--- config.mk ---
export PLATFORM = sky130hd
export DESIGN_NAME = gssp_fifo
export DESIGN_NICKNAME = d
export VERILOG_FILES = /design/src/gssp_pkg.sv /design/src/gssp_fifo.sv
export SDC_FILE = /design/constraint.sdc
export NUM_CORES = 1
export LEC_CHECK = 0
export ABC_CLOCK_PERIOD_IN_PS = 14800
export BUFFER_PORTS_ARGS = -buffer_cell sky130_fd_sc_hd__buf_2
export CORE_ASPECT_RATIO = 0.8
export CORE_MARGIN = 4
export CORE_UTILIZATION = 50
export DETAILED_ROUTE_END_ITERATION = 8
export GPL_ROUTABILITY_DRIVEN = 0
export PLACE_DENSITY = 0.71
export SYNTH_ARGS = -nofsm -noshare
export SYNTH_HDL_FRONTEND = slang
export SYNTH_SLANG_ARGS = --single-unit
--- constraint.sdc ---
create_clock -name i_clk -period 14.8 [get_ports i_clk]
set_input_delay 1.48 -clock i_clk [delete_from_list [all_inputs] [get_ports i_clk]]
set_output_delay 1.48 -clock i_clk [all_outputs]
set_load 0.03 [all_outputs]
--- src/gssp_pkg.sv ---
`timescale 1ns / 1ps
package gssp_pkg;

    // field widths
    localparam int COORD_W   = 32;
    localparam int RAD_W     = 24;
    localparam int IDX_W     = 12;
    localparam int CNT_W     = 13;
    localparam int MAG_W     = 12;

    // points per sphere are clamped to this
    localparam int MAX_POINTS = 4096;

    // pipeline unit lengths
    localparam int DIV_STEPS    = 31;
    localparam int SQRT_STEPS   = 31;
    localparam int CORDIC_STEPS = 24;

    // back pipeline stage numbers
    localparam int ST_Z      = DIV_STEPS + 1;
    localparam int ST_SQ_END = ST_Z + SQRT_STEPS;
    localparam int ST_CS_IN  = ST_SQ_END - CORDIC_STEPS;
    localparam int ST_U      = ST_SQ_END + 1;
    localparam int ST_P      = ST_U + 1;

    // decoupling queue
    localparam int Q_DEPTH = 4;
    localparam int Q_AW    = $clog2(Q_DEPTH);

    // golden angle as a 32-bit turn fraction
    localparam logic [31:0] GOLDEN_TURN = 32'h61C88647;

    // cordic datapath
    localparam int CS_W = 34;
    localparam logic signed [CS_W-1:0] CORDIC_GAIN = 34'sh26DD3B6A;
    localparam logic signed [CS_W-1:0] ATAN_TURNS [0:CORDIC_STEPS-1] = '{
        34'sd536870912, 34'sd316933406, 34'sd167458907, 34'sd85004756,
        34'sd42667331,  34'sd21354465,  34'sd10679838,  34'sd5340245,
        34'sd2670163,   34'sd1335087,   34'sd667544,    34'sd333772,
        34'sd166886,    34'sd83443,     34'sd41722,     34'sd20861,
        34'sd10430,     34'sd5215,      34'sd2608,      34'sd1304,
        34'sd652,       34'sd326,       34'sd163,       34'sd81
    };

    typedef enum logic [1:0] {
        QUAD_0,
        QUAD_1,
        QUAD_2,
        QUAD_3
    } t_quad;

    // one classified word from the front end
    typedef struct packed {
        logic signed [COORD_W-1:0] cx;
        logic signed [COORD_W-1:0] cy;
        logic signed [COORD_W-1:0] cz;
        logic [RAD_W-1:0]          rad;
        logic [CNT_W-1:0]          n;
        logic [MAG_W-1:0]          mag;
        logic                      neg;
        logic                      valid;
        logic                      last;
        t_quad                     quad;
        logic signed [31:0]        resid;
    } t_item;

    // queue status
    typedef struct packed {
        logic          full;
        logic          empty;
        logic [Q_AW:0] count;
    } t_q_status;

endpackage

--- src/gssp_fifo.sv ---
`timescale 1ns / 1ps
module gssp_fifo import gssp_pkg::*; (
    input  logic      i_clk,
    input  logic      i_rst_n,
    input  logic      i_push,
    input  t_item     i_item,
    input  logic      i_pop,
    output t_item     o_item,
    output t_q_status o_status
);

    t_item           r_mem [0:Q_DEPTH-1];
    logic [Q_AW-1:0] r_wr;
    logic [Q_AW-1:0] r_rd;
    logic [Q_AW:0]   r_cnt;

    // pointers and fill count
    always_ff @(posedge i_clk) begin
        if (!i_rst_n) begin
            r_wr  <= '0;
            r_rd  <= '0;
            r_cnt <= '0;
        end else begin
            if (i_push) begin
                r_wr <= r_wr + Q_AW'(1);
            end
            if (i_pop) begin
                r_rd <= r_rd + Q_AW'(1);
            end
            if (i_push && !i_pop) begin
                r_cnt <= r_cnt + (Q_AW+1)'(1);
            end else if (!i_push && i_pop) begin
                r_cnt <= r_cnt - (Q_AW+1)'(1);
            end
        end
    end

    // storage
    always_ff @(posedge i_clk) begin
        if (i_push) begin
            r_mem[r_wr] <= i_item;
        end
    end

    assign o_item         = r_mem[r_rd];
    assign o_status.full  = (r_cnt == (Q_AW+1)'(Q_DEPTH));
    assign o_status.empty = (r_cnt == '0);
    assign o_status.count = r_cnt;

endmodule

Word level (Yosys, flattened, before mapping)
Memory sizes are Yosys's and may differ from the RTL's. A register that Yosys moved wholly into a read port is not among the register bits.
Index checks and enable logic that the tools add are counted.
{ "word_totals": {"n_memories": 1, "ff_bits": 7, "mem_bits_rw": 728, "word_cells": 21, "output_inout_bits": 187, "input_bits": 186} }
{ "memory_table": {"columns": ["memory", "words", "width", "rd", "rd_clocked_by_memory_dff", "wr", "line_no", "rtl"], "rows": [
  ["r_mem", 4, 182, 1, 1, 1, "gssp_fifo.sv:12", "t_item r_mem [0:Q_DEPTH-1];"]
]} }
{ "op_classes": {"eq_ne": 1, "reduce_logical": 6, "mux": 6, "n_addsub": 4} }
{ "ops": {"columns": ["operator", "count"], "rows": [
  ["2-to-1 mux 3 bit", 2],
  ["adder 2 x 1 -> 2 bit (second input constant)", 2],
  ["2-to-1 mux 2 bit", 2],
  ["adder 3 x 1 -> 3 bit (second input constant)", 1],
  ["== test 3 bit (second input constant)", 1],
  ["zero test 3 bit", 1],
  ["subtractor 3 x 1 -> 3 bit (second input constant)", 1],
  ["logical AND 1 bit", 2],
  ["zero test 1 bit", 2],
  ["2-to-1 mux 1 bit", 2],
  ["nonzero test 2 bit", 1]
]} }

Longest topological paths before layout
{ "logic_depth": {"ltp_word": 4, "ltp_mapped": 7, "mapped_depth_nobuf": 7} }

Worst setup path before layout
Ideal clock, no wire load.
{ "synth_path": {"kind": "input-to-reg", "startpoint": "input port i_push", "endpoint": "memory r_mem[0][0] (netlist name) (enable)", "required_time_ns": 14.236, "cell_stages": 1, "path_slack_ns": 8.620, "setup_time_ns": 0.564, "arrival_time_ns": 5.616, "n_path_buf": 0, "path_cell_list": "and2_1"} }
{ "synth_between": {"elab_chain_len": 2} }
{ "synth_rtl": {"columns": ["item", "line_no", "rtl"], "rows": [
  ["from (decl)", "gssp_fifo.sv:5", "input logic i_push,"],
  ["2-to-1 mux 1 bit", "gssp_fifo.sv:40", "if (i_push) begin"],
  ["2-to-1 mux 1 bit (implied by the code)", "gssp_fifo.sv:41", "r_mem[r_wr] <= i_item;"],
  ["to (decl)", "gssp_fifo.sv:12", null]
]} }
Every way passes these cells.

==> summary by stage <==
Status
The run finished with clean final reports.

Routing
The total wirelength of the detailed-routed design is 51.4 mm. In this run, the number of DRC markers left after iteration 0 of detailed routing was 932. The number of detailed-route iterations in the first pass is 4. The post-detailed-route DRC marker count is 0. The number of nets with antenna violations after detailed routing is 0. In the final routed layout, each cell accounts on average for 23.7 µm. Using the TritonRoute via totals, the vias-per-cell ratio works out to 5.52. The total vias in the final route is 11900.

Placement
Input and output buffers added on the ports amount to 372. The worst setup slack before clock tree synthesis is 10.43 ns. The detailed placement HPWL is 30.8 mm.

Worst hold path
The worst min-delay path category is reg2reg. Along the worst hold path, the cell count comes to 2. The endpoint of the worst hold-timing path is r_wr[1]. The worst hold path begins at r_wr[1].

Worst setup path
Traced cell by cell, the critical path runs through buf_4 > buf_4 > mux4_2 > buf_2. STA classifies the critical path endpoint as a primary output. In this run the worst path has a maximum fanout of 67.

The startpoint identified for the worst register-to-register timing path is r_wr[0]. STA puts the critical path data arrival time at 3.42 ns. STA puts the critical path data required time at 13.32 ns. The setup slack of the most critical reg-to-reg path is 11.68 ns. The worst register-to-register path ends at r_mem[2][71]. The number of cells on the worst reg-to-reg path is 5. The cell that appears most often on the critical path is sky130_fd_sc_hd__buf_4.

The classification of the worst setup path is reg2out. On the worst path, the slowest cell contributes a delay of 0.85 ns. The highest-delay cell along the critical path is sky130_fd_sc_hd__buf_4. STA classifies the critical path startpoint as a flip-flop.

Floorplanning
The floorplan die height is 215 µm. In this run the count of I/O pins placed on the die edge is 373. The die area is 57200 µm². After floorplanning, the core was sized to cover 52600 µm².

The starting density of the core is 50.8%. The number of cell rows is 75. The horizontal extent of the die is 266 µm.

Timing
Setup repair after global routing left no endpoint under its margin. Setup slack on the critical path of the routed design comes to 9.90 ns. Measured against its own limit, the worst slew margin works out to 30.4%. Setup total negative slack on the finished layout was measured at 0 ns. The largest clock skew in the final design is 0.0136 ns.

The period utilization is 33.1%. The final critical path time including I/O delays and setup is 4.90 ns. The actual slew at the worst max-slew pin is 1.04 ns. The number of endpoints with negative hold slack in the final report is 0. The setup violation total in the final timing report is 0. The fmax is 0.204 GHz. The max-slew violation total from the final report came to 0.

Logic synthesis
Summing every instance area after synthesis gives 26700 µm². In this run the mean area of a mapped cell was 26.9 µm². Yosys mapped a number of flops with a built-in enable equal to 728. The cell count after synthesis is 993. Counting flops and latches in the post-synthesis netlist gives 737. Among all flip-flop cells after synthesis, the most frequent one is sky130_fd_sc_hd__edfxtp_1. For this run, the number of Yosys warnings is 0.

The synthesized net count is 1185. The share of synthesized flip-flops with an asynchronous set or reset is 0%. After synthesis, flip-flops and latches occupy 82.5% of the total area. The netlist uses 21 different library cells.

Pwr
The standby leakage power is 10.5 nW. Power spread over the standard cell area amounts to 149 nW/µm². The maximum resistive drop on vdd is 0.158 mV.

GRT
The wire length of the first global-routing pass is 78.5 mm. The pin count of the biggest net entering global routing is 99. The initial antenna violation count was 13.

The combined global-route utilization of all metal layers is 18.1%. After global routing the overflow that remains totals 0. The number of global-route vias before repair is 12600.

Clocking
TritonCTS built the clock tree. In this run the clock root is driven by a sky130_fd_sc_hd__clkbuf_16. CTS saw 737 sinks. The number of setup buffers added after CTS is 0. Buffers inserted to repair hold after CTS numbered 0. The maximum buffer depth of the clock tree is 3. At the later pin of the worst-skew pair, clock insertion delay measures 0.59 ns. The post-cts resize count is 0.

The total clock buffers created by CTS is 70. The register clock-pin slew on the reported worst setup and hold paths is 0.06 ns. The level count of the clock H-tree is 3.

Finish
The final design utilization is 59.9%. The layout net count is 1606. Leaving out fill and tap cells, the most frequent cells in the layout are 728 x sky130_fd_sc_hd__edfxtp_1, 372 x sky130_fd_sc_hd__buf_2, 182 x sky130_fd_sc_hd__mux4_2. The total of fill cells in the finished design is 3674. Relative to the synthesized area, the layout overhead comes to 17.9%.

In the final layout, the share of cells above drive strength 1 is 45.7%. The library cell used most frequently in the layout, excluding fill and tap cells, is sky130_fd_sc_hd__edfxtp_1.

Job
Max-cap violations in this run came to 0.
[kinds of logic (layout without fill, tap and decap cells)]
group	after synthesis	after routing	synth area share [%]
buffers and inverters	44	518	1.25
AO/OA/AOI/OAI	2	2	0.0468
AND/OR/NAND/NOR	15	15	0.342
flip-flops	737	737	82.5
other	0	4	0
XOR/XNOR	5	5	0.164
multiplexers	184	184	15.4
adder cells (fa/ha/maj)	6	6	0.309
[Yosys cell counts, types with 2 or more instances]
library cell	instances	area share [%]
sky130_fd_sc_hd__xnor2_1	2	0.066
sky130_fd_sc_hd__nor2b_1	2	0.047
sky130_fd_sc_hd__inv_1	4	0.056
sky130_fd_sc_hd__ha_1	5	0.23
sky130_fd_sc_hd__edfxtp_1	728	82
sky130_fd_sc_hd__xor2_1	3	0.098
sky130_fd_sc_hd__dfxtp_1	9	0.67
sky130_fd_sc_hd__clkbuf_1	6	0.084
sky130_fd_sc_hd__buf_6	20	0.84
sky130_fd_sc_hd__buf_2	13	0.24
sky130_fd_sc_hd__mux4_2	182	15
sky130_fd_sc_hd__mux2i_1	2	0.075
sky130_fd_sc_hd__and2_1	9	0.21
[sequential cells by signal, indices dropped and copies added (netlist names), named ones only]
register  count
r_cnt         3
r_mem       728
r_rd          2
r_wr          2
[layer usage]
metal	vias to the layer above	track usage [%]	share of wire, %
met1	6242	24.9	40
met2	421	28.2	49
met3	101	6.14	8.7
met4	18	4.89	2.3
li1	5158	-	-
met5	-	0	0.25
[how the worst max path moves through the flow]
stage	start	endpoint	depth (start not counted)
after floorplan	i_push	r_mem[0][0]	1
after CTS	flip-flop	o_item[23]	4
after global placement	flip-flop	o_item[71]	4
final	flip-flop	o_item[108]	4
after detailed placement	flip-flop	o_item[23]	4
after global routing	flip-flop	o_item[20]	3
[worst max-delay path, delay by kind of cell (launching register included)]
kind	cells	cell delay [ns]
buffers and inverters	3	1.83
flip-flops	1	0.49
multiplexers	1	0.45
[cell type report]
type | instances | area (µm²) | share of cell area, %
tap | 693 | 867 | 2.75
clock inverter | 35 | 358 | 1.14
timing repair buffer | 389 | 2000 | 6.35
multi-input combinational | 212 | 4360 | 13.8
inverter | 4 | 15.0 | 0.0477
sequential | 737 | 22000 | 70.0
antenna | 4 | 10.0 | 0.0318
clock buffer | 90 | 1850 | 5.87
[metrics by stage]
stage	area [µm²]	hold slack [ns]	total power, mW	std cells
2_1_floorplan	26700	0.528	2.86	993
3_3_place_gp	29300	0.545	3.02	2035
3_5_place_dp	29300	0.557	3.03	2035
4_1_cts	31500	0.566	4.75	2160
5_1_grt	31500	0.599	4.88	2161
6_report	31500	0.570	4.70	2164
[report_power, final]
| group | switching (mW) | internal [mW] |
|---|---|---|
| sequential | 0.0301 | 2.40 |
| clock | 0.727 | 0.993 |
| combinational | 0.356 | 0.192 |
Power figures use the tool's default switching activity.
