File: src/gssp_pkg.sv
`timescale 1ns / 1ps
package gssp_pkg;

    // field widths
    localparam int COORD_W   = 32;
    localparam int RAD_W     = 24;
    localparam int IDX_W     = 12;
    localparam int CNT_W     = 13;
    localparam int MAG_W     = 12;

    // points per sphere are clamped to this
    localparam int MAX_POINTS = 4096;

    // pipeline unit lengths
    localparam int DIV_STEPS    = 31;
    localparam int SQRT_STEPS   = 31;
    localparam int CORDIC_STEPS = 24;

    // back pipeline stage numbers
    localparam int ST_Z      = DIV_STEPS + 1;
    localparam int ST_SQ_END = ST_Z + SQRT_STEPS;
    localparam int ST_CS_IN  = ST_SQ_END - CORDIC_STEPS;
    localparam int ST_U      = ST_SQ_END + 1;
    localparam int ST_P      = ST_U + 1;

    // decoupling queue
    localparam int Q_DEPTH = 4;
    localparam int Q_AW    = $clog2(Q_DEPTH);

    // golden angle as a 32-bit turn fraction
    localparam logic [31:0] GOLDEN_TURN = 32'h61C88647;

    // cordic datapath
    localparam int CS_W = 34;
    localparam logic signed [CS_W-1:0] CORDIC_GAIN = 34'sh26DD3B6A;
    localparam logic signed [CS_W-1:0] ATAN_TURNS [0:CORDIC_STEPS-1] = '{
        34'sd536870912, 34'sd316933406, 34'sd167458907, 34'sd85004756,
        34'sd42667331,  34'sd21354465,  34'sd10679838,  34'sd5340245,
        34'sd2670163,   34'sd1335087,   34'sd667544,    34'sd333772,
        34'sd166886,    34'sd83443,     34'sd41722,     34'sd20861,
        34'sd10430,     34'sd5215,      34'sd2608,      34'sd1304,
        34'sd652,       34'sd326,       34'sd163,       34'sd81
    };

    typedef enum logic [1:0] {
        QUAD_0,
        QUAD_1,
        QUAD_2,
        QUAD_3
    } t_quad;

    // one classified word from the front end
    typedef struct packed {
        logic signed [COORD_W-1:0] cx;
        logic signed [COORD_W-1:0] cy;
        logic signed [COORD_W-1:0] cz;
        logic [RAD_W-1:0]          rad;
        logic [CNT_W-1:0]          n;
        logic [MAG_W-1:0]          mag;
        logic                      neg;
        logic                      valid;
        logic                      last;
        t_quad                     quad;
        logic signed [31:0]        resid;
    } t_item;

    // queue status
    typedef struct packed {
        logic          full;
        logic          empty;
        logic [Q_AW:0] count;
    } t_q_status;

endpackage

File: src/gssp_front.sv
`timescale 1ns / 1ps
module gssp_front import gssp_pkg::*; (
    input  logic                      i_clk,
    input  logic                      i_rst_n,
    input  logic                      i_cfg_we,
    input  logic [CNT_W-1:0]          i_cfg_data,
    input  logic                      i_valid,
    output logic                      o_stall,
    input  logic signed [COORD_W-1:0] i_center_x,
    input  logic signed [COORD_W-1:0] i_center_y,
    input  logic signed [COORD_W-1:0] i_center_z,
    input  logic [RAD_W-1:0]          i_sphere_radius,
    input  logic [IDX_W-1:0]          i_point_index,
    input  t_q_status                 i_q_status,
    output logic                      o_push,
    output t_item                     o_item
);

    logic [CNT_W-1:0] r_point_count;
    logic [CNT_W-1:0] w_n;
    logic [CNT_W:0]   w_num;
    logic [CNT_W:0]   w_abs;
    logic [31:0]      w_turn;
    logic [31:0]      w_qsum;

    // point count register
    always_ff @(posedge i_clk) begin
        if (!i_rst_n) begin
            r_point_count <= '0;
        end else if (i_cfg_we) begin
            r_point_count <= i_cfg_data;
        end
    end

    // classify the word: range, height numerator, longitude split
    always_comb begin
        w_n    = (r_point_count > CNT_W'(MAX_POINTS)) ? CNT_W'(MAX_POINTS) : r_point_count;
        w_num  = {1'b0, w_n} - {1'b0, i_point_index, 1'b0} - (CNT_W+1)'(1);
        w_abs  = w_num[CNT_W] ? (~w_num + (CNT_W+1)'(1)) : w_num;
        w_turn = {{(32-IDX_W){1'b0}}, i_point_index} * GOLDEN_TURN;
        w_qsum = w_turn + 32'h2000_0000;

        o_item.cx    = i_center_x;
        o_item.cy    = i_center_y;
        o_item.cz    = i_center_z;
        o_item.rad   = i_sphere_radius;
        o_item.n     = w_n;
        o_item.mag   = w_abs[MAG_W-1:0];
        o_item.neg   = w_num[CNT_W];
        o_item.valid = ({1'b0, i_point_index} < w_n);
        o_item.last  = ({1'b0, i_point_index} < w_n) &&
                       ({1'b0, i_point_index} == (w_n - CNT_W'(1)));
        o_item.quad  = t_quad'(w_qsum[31:30]);
        o_item.resid = $signed(w_turn - {w_qsum[31:30], 30'd0});
    end

    assign o_stall = i_q_status.full;
    assign o_push  = i_valid && !i_q_status.full;

endmodule

File: config.mk
export PLATFORM = sky130hd
export DESIGN_NAME = gssp_front
export DESIGN_NICKNAME = d
export VERILOG_FILES = /design/src/gssp_pkg.sv /design/src/gssp_front.sv
export SDC_FILE = /design/constraint.sdc
export NUM_CORES = 1
export LEC_CHECK = 0
export BUFFER_PORTS_ARGS = -buffer_cell sky130_fd_sc_hd__buf_2
export CAP_MARGIN = 15
export CORE_AREA = 2 2 133 135
export CTS_BUF_LIST = sky130_fd_sc_hd__clkbuf_4 sky130_fd_sc_hd__clkbuf_8 sky130_fd_sc_hd__clkbuf_16
export DETAILED_ROUTE_END_ITERATION = 10
export DIE_AREA = 0 0 135 137
export PLACE_DENSITY_LB_ADDON = 0.12
export RECOVER_POWER = 25
export SLEW_MARGIN = 20
export SYNTH_ARGS = -nofsm -noshare
export SYNTH_HDL_FRONTEND = slang
export SYNTH_SLANG_ARGS = --single-unit
File: constraint.sdc
create_clock -name i_clk -period 23.6 [get_ports i_clk]
set_input_delay 5.9 -clock i_clk [delete_from_list [all_inputs] [get_ports i_clk]]
set_output_delay 5.9 -clock i_clk [all_outputs]
set_load 0.01 [all_outputs]
## Word level (Yosys, flattened, before mapping)

Index checks and enable logic that the tools add are counted.

- Flip-flop bits (word level): 13
- Input port bits: 154
- Word-level logic and storage cells: 17

- Bitwise logic cells: 1
- Muxes and demuxes: 2
- $lt $le $gt $ge: 2
- Add/sub/neg operators: 6
- Multiply operators: 1
- Reduce and logical (&&, ||, !) cells: 3
- Equal/unequal tests: 1

Operators with widths:

| operator | number |
|---|---|
| adder 32 x 30 -> 32 bit (second input constant) | 1 |
| multiplier 12 x 31 -> 32 bit (second input constant) | 1 |
| subtractor 32 bit | 1 |
| subtractor 13 x 13 -> 14 bit | 1 |
| subtractor 14 x 1 -> 14 bit (second input constant) | 1 |
| == test 12 x 13 -> 1 bit | 1 |
| greater-than comparator 13 bit (second input constant) | 1 |
| less-than comparator 12 x 13 -> 1 bit | 1 |
| two-way mux 13 bit | 1 |
| subtractor 13 x 1 -> 13 bit (second input constant) | 1 |
| adder 12 x 1 -> 12 bit (second input constant) | 1 |
| two-way mux 12 bit | 1 |
| NOT 12 bit | 1 |
| logical AND 1 bit | 2 |
| logical NOT 1 bit | 1 |

## Depth between registers and ports, before layout

Gate-level depths: netlist of the first run.

- Depth after elaboration: 7
- Gate-level depth with buffers: 28
- Depth with buffers taken out: 27

## Worst setup path after synthesis of the first run

No wires, ideal clock.

- Kind: input to output
- Start point: input i_point_index[9]
- End point: output o_item[33] (netlist name)
- Cell stages on the path: 21
- Slack: 6.129 ns
- Arrival time: 11.571 ns
- Required time: 17.700 ns
- Cells stage by stage: fa_1 > fa_1 > fa_1 > inv_1 > fa_1 > fa_1 > inv_1 > ha_1 > nand4_1 > a211oi_1 > o32ai_2 > o32ai_1 > and4b_1 > a211o_1 > ha_1 > xnor2_1 > xnor2_1 > xnor2_1 > xnor2_1 > or4b_1 > o311a_1

RTL lines:

| item | RTL line | source |
|---|---|---|
| start: declaration | gssp_front.sv:13 | `input logic [IDX_W-1:0] i_point_index,` |
| end: declaration | gssp_front.sv:16 | `output t_item o_item` |

==> out/qor.txt, run 1 <==
status: finished clean
CTS buffer count: 3
Final #Nets: 1149
Starting Density: 41.1%
Final ANT Viol Nets: 0
Slew HR: 38.8%
top_reg_cell synth: dfxtp_1
FF+latch count, synth: 13
largest net degree at the start of global routing: 18
synthesis-to-finish area growth: -2.66%
post_cts resized: 0
CP Capture Type: primary output
Tot Pwr: 0.658 mW
initial antenna violation count: 0
Tightest Pin Transition: 917 ps
DR WL/cell: 18.0 um
r2r startpoint: r_point_count[12]$_SDFFE_PN0P_
setup TNS: 0 ps
Inserted Diodes: 0
Register-to-Register Path Depth: 2
Final Hold Fails: 0
Port Buffers: 93
Max-Cap Viols: 0
Syn Inst Count: 855
number of flip-flops in the largest register: 13
Post-CTS Setup Bufs: 0
Min Hold Slack: 555 ps
Worst-Skew Late Latency: 240 ps
synth warn: 0
Worst VDD drop: 0.142 mV
Max clock buf depth: 2
sequential element share of the synthesized area: 3.71%
Post-Route WL: 18700 um
num ports: 338
Sink Count: 13
Peak Freq: 53.0 MHz
Regs by FF count: r_point_count (13)
first-pass GRT wire length: 28600 um
Final GP Congestion: 0.897
FF-to-FF End: r_point_count[12]$_SDFFE_PN0P_
drt drc: 0
Biggest register: r_point_count
CP Data Arrival Time: 12960 ps
layout cells sized above 1: 12.2%
Syn Nets: 1192
async set-reset flop share out of synthesis: 0%
DIE WIDTH: 135 um
htree depth: 1
Worst Path Class, Setup: in2out
CTS tree: done
Post-Synth Adder-Cell Area: 38.9%
pre-CTS setup slack: 4710 ps
type of origin of the critical path: primary input
total track usage: 19.6%
drt via density: 5.31
CTS root buf: clkbuf_16
final setup fails: 0
DIE AREA: 18500 um2
number of distinct library cells after synthesis: 72
TritonRoute pass-1 iters: 5
CP Launch Point: i_point_index[10]
DR vias: 5498
Slew Limit Fails: 0
area share of xor/xnor cells in the synthesized design: 6.75%
Die Ht: 137 um
Tcrit/Tclk final: 79.9%
DR iter-0 viols: 354
CP max FO: 7
Hold Buf Count CTS: 0
Post-Syn Area: 7010 um2
post-route clock skew: 0 ps
minimum clock period: 18860 ps
largest family of logic cells by synthesized area: adder cells
simple-gate share of the synthesized area: 12.4%
PD cells: 96.4 nW/um2
Worst EP required: 17700 ps
CTS clock-pin slew for the worst setup and hold paths: 40 ps
Core Area: 17100 um2
Hold Path Class: reg2reg
gr ovfl total: 0
Pleak: 3.53 nW
Compound-Gate Fraction of Synth Area: 14.1%
RSZ-0062 raised after global routing: false
mux contribution to synthesized area: 2.61%
R2R setup slack: 22600 ps
Synth Area per Inst: 8.19 um2
Rows: 48
worst setup path endpoint: o_item[33]
post-DP HPWL: 16300 um
final setup margin: 4740 ps
vias in the first global route: 5298
EDFF count, synth: 0
[final cells by class]
type | instances | area, um2
Fill cell | 1848 | 10200
Clock buffer | 4 | 82.6
Sequential cell | 13 | 260
Tap cell | 225 | 282
Multi-Input combinational cell | 563 | 5230
Inverter | 138 | 518
Timing Repair Buffer | 93 | 447
[per-layer routing]
layer	part of all wire (%)	track usage (%)
met3	6.7	2.07
met1	44	26.5
met5	0	0
met2	47	33.7
met4	2.4	4.98
[power by group]
group / total (mW) / internal, mW / switching, mW
Clock: 0.0325 / 0.0239 / 0.00862
Sequential: 0.0258 / 0.0234 / 0.00246
Combinational: 0.599 / 0.260 / 0.339
[how the worst min path moves through the flow]
| stage | endpoint | depth (start not counted) | startpoint | slack [ps] |
|---|---|---|---|---|
| finish | r_point_count[7]$_SDFFE_PN0P_ | 2 | r_point_count[7]$_SDFFE_PN0P_ | 550 |
| global route | r_point_count[7]$_SDFFE_PN0P_ | 2 | r_point_count[7]$_SDFFE_PN0P_ | 570 |
| CTS | r_point_count[7]$_SDFFE_PN0P_ | 2 | r_point_count[7]$_SDFFE_PN0P_ | 560 |
| detailed placement | r_point_count[7]$_SDFFE_PN0P_ | 2 | r_point_count[7]$_SDFFE_PN0P_ | 550 |
| global placement | r_point_count[7]$_SDFFE_PN0P_ | 2 | r_point_count[7]$_SDFFE_PN0P_ | 540 |
| floorplan | r_point_count[7]$_SDFFE_PN0P_ | 2 | r_point_count[7]$_SDFFE_PN0P_ | 520 |
[placed cells by master, fill, tap and decap left out, types with 16 or more instances in the layout]
master and count:
xnor2_1 45, nor2_1 39, nand2_1 30, fa_1 58, nor2b_1 23, inv_1 137, o21ai_0 25, mux2i_1 16
a21oi_1 36, buf_2 78, ha_1 125
[cells in the mapped netlist (15+ instances only)]
| master | number | share of area (%) |
|---|---|---|
| o21ai_0 | 25 | 1.8 |
| nand3_1 | 15 | 1.1 |
| nor2b_1 | 23 | 2.1 |
| buf_4 | 124 | 13 |
| a21oi_1 | 36 | 2.6 |
| nor2_1 | 39 | 2.1 |
| nand2_1 | 30 | 1.6 |
| inv_1 | 137 | 7.3 |
| ha_1 | 125 | 22 |
| xnor2_1 | 45 | 5.6 |
| mux2i_1 | 16 | 2.3 |
| fa_1 | 58 | 17 |
[critical path: stages]
cell and delay (ps):
buf_2 200, inv_1 140, ha_1 310, inv_1 110, fa_1 470, fa_1 520, inv_1 60, fa_1 440
fa_1 540, inv_1 50, ha_1 400, nand4_1 270, a211oi_1 490, o32ai_2 200, o32ai_1 580, and4b_1 270
a211o_1 300, ha_1 240, xnor2_1 210, xnor2_1 180, xnor2_1 110, xnor2_1 280, o21ai_0 180, o22a_1 240
o311a_1 120, buf_2 140
[metrics by stage]
stage               area (um2)  std cells  util [%]
floorplan                 7010        855         -
global placement          6760       1032      39.6
detailed placement        6760       1032      39.6
CTS                       6840       1036      40.1
global route              6820       1036      40.0
finish                    6820       1036      40.0
[cells by family (layout without fill, tap and decap cells)]
family                     count (synthesis)  after routing
AOI/OAI and AO/OA                        142            142
muxes                                     18             18
xor gates and xnor gates                  54             54
buffers and inverters                    279            235
DFF                                       13             13
adders and majority gates                183            183
and+or+nand+nor                          166            166
No activity file was read; power rests on OpenSTA's default activity.
==> inputs of run 2 (changes only) <==
--- a/config.mk
+++ b/config.mk
@@ -7,10 +7,10 @@
 export LEC_CHECK = 0
 export BUFFER_PORTS_ARGS = -buffer_cell sky130_fd_sc_hd__buf_2
 export CAP_MARGIN = 15
-export CORE_AREA = 2 2 133 135
+export CORE_AREA = 2 2 130 132
 export CTS_BUF_LIST = sky130_fd_sc_hd__clkbuf_4 sky130_fd_sc_hd__clkbuf_8 sky130_fd_sc_hd__clkbuf_16
 export DETAILED_ROUTE_END_ITERATION = 10
-export DIE_AREA = 0 0 135 137
+export DIE_AREA = 0 0 132 134
 export PLACE_DENSITY_LB_ADDON = 0.12
 export RECOVER_POWER = 25
 export SLEW_MARGIN = 20
==> constraint.sdc (replaced) <==
create_clock -name i_clk -period 18.7 [get_ports i_clk]
set_input_delay 4.675 -clock i_clk [delete_from_list [all_inputs] [get_ports i_clk]]
set_output_delay 4.675 -clock i_clk [all_outputs]
set_load 0.01 [all_outputs]
==> run 2 against run 1 <==
  * Non-clock buffer count did not move
  * Clock skew did not move
  * Sequential power rose by 27%
  * Via count rose by 1.1%
  * Global-route usage rose by 2.2 points
  * Die area fell by 4.4%
  * Sequential share of layout area barely moved
  * Combinational power rose by 26%
  * Largest cell class unchanged
  * Largest power group unchanged
  * Highest routed layer unchanged
==> out/qor.txt, run 2 (synthesis gave the netlist of run 1 again) <==
status: finished clean
CP Data Arrival Time: 11680 ps
largest net degree at the start of global routing: 18
placement-stage cell area: 6750 um2
Tcrit/Tclk final: 87.5%
Starting Density: 43.0%
minimum clock period: 16360 ps
Tightest Pin Transition: 907 ps
Layout Utilization: 41.8%
Rows: 47
Die Ht: 134 um
layout cells sized above 1: 12.2%
CP max FO: 7
gr ovfl total: 0
num ports: 338
Post-CTS Setup Bufs: 0
final setup fails: 0
Sink Count: 13
Core Area: 16300 um2
Pleak: 3.53 nW
DIE AREA: 17700 um2
post_cts resized: 0
Slew HR: 39.5%
type of origin of the critical path: primary input
post-DP HPWL: 17800 um
DIE WIDTH: 132 um
most frequent cells in the layout: inv_1 (137), ha_1 (125), buf_2 (78)
htree depth: 1
Hold Path Class: reg2reg
Worst-Skew Late Latency: 240 ps
total track usage: 21.9%
Worst VDD drop: 0.106 mV
Max-Cap Viols: 0
CTS tree: done
Post-Route WL: 20000 um
CTS buffer count: 3
Max clock buf depth: 2
Worst Path Class, Setup: in2out
Hold Buf Count CTS: 0
vias in the first global route: 5366
Final GP Congestion: 0.889
Inserted Diodes: 0
initial antenna violation count: 0
commonest non-fill, non-tap cell in the layout: inv_1
final instance area: 6810 um2
Worst EP required: 14030 ps
post-route clock skew: 0 ps
Final #Nets: 1149
first-pass GRT wire length: 30700 um
DR vias: 5558
TritonRoute pass-1 iters: 4
Final Hold Fails: 0
CP Capture Type: primary output
RSZ-0062 raised after global routing: false
Regs by FF count: r_point_count (13)
Slew Limit Fails: 0
DR iter-0 viols: 281
Tot Pwr: 0.828 mW
drt drc: 0
Min Hold Slack: 567 ps
number of flip-flops in the largest register: 13
Final ANT Viol Nets: 0
drt via density: 5.39
Port Buffers: 93
Biggest register: r_point_count
setup TNS: 0 ps
CTS clock-pin slew for the worst setup and hold paths: 40 ps
CTS root buf: clkbuf_16
DR WL/cell: 19.4 um
synthesis-to-finish area growth: -2.75%
PD cells: 122 nW/um2
Peak Freq: 61.1 MHz
==> run 2: routing by layer <==
metal / vias to the layer above / global-route usage, % / share of wire [%]
met5: - / 0 / 0
met4: 0 / 3.86 / 1.2
met3: 35 / 7.56 / 10
met2: 226 / 37.2 / 48
met1: 2653 / 27.1 / 40
li1: 2644 / - / -
==> run 2: where the power goes <==
part           total [mW]  internal, mW  switching (mW)  leakage [nW]
logic               0.755         0.328           0.427          3.38
clock network      0.0407        0.0301          0.0106        0.0416
registers          0.0327        0.0295         0.00322         0.107
==> run 2: layout make-up <==
type | count | area, um2
Clock buffer | 4 | 82.6
Timing Repair Buffer | 93 | 447
Multi-Input combinational cell | 563 | 5230
Tap cell | 220 | 275
Sequential cell | 13 | 260
Fill cell | 1672 | 9480
Inverter | 138 | 518
==> run 2: critical path, stage by stage <==
cell and delay (ps):
buf_2 230, inv_1 160, ha_1 310, inv_1 110
fa_1 450, fa_1 510, inv_1 60, fa_1 440
fa_1 540, inv_1 50, ha_1 390, nand4_1 270
a211oi_1 480, o32ai_2 200, o32ai_1 540, and4b_1 270
a211o_1 310, ha_1 250, xnor2_1 190, xnor2_1 150
xnor2_1 100, xnor2_1 310, o21ai_0 190, o22a_1 240
o311a_1 110, buf_2 140
==> run 2: path summary, 6_finish.rpt <==
path | start | to | slack, ps | depth (start not counted)
setup reg to reg | r_point_count[12]$_SDFFE_PN0P_ | r_point_count[12]$_SDFFE_PN0P_ | 17630 | 2
hold / removal | r_point_count[7]$_SDFFE_PN0P_ | r_point_count[7]$_SDFFE_PN0P_ | 570 | 2
setup / recovery | i_point_index[10] | o_item[33] | 2340 | 26
hold reg to reg | r_point_count[7]$_SDFFE_PN0P_ | r_point_count[7]$_SDFFE_PN0P_ | 570 | 2
==> run 2: metrics by stage <==
step	std cells	setup slack, ps
finish	1031	2340
global route	1031	1800
CTS	1031	2330
detailed placement	1027	2350
global placement	1027	2370
floorplan	855	3680
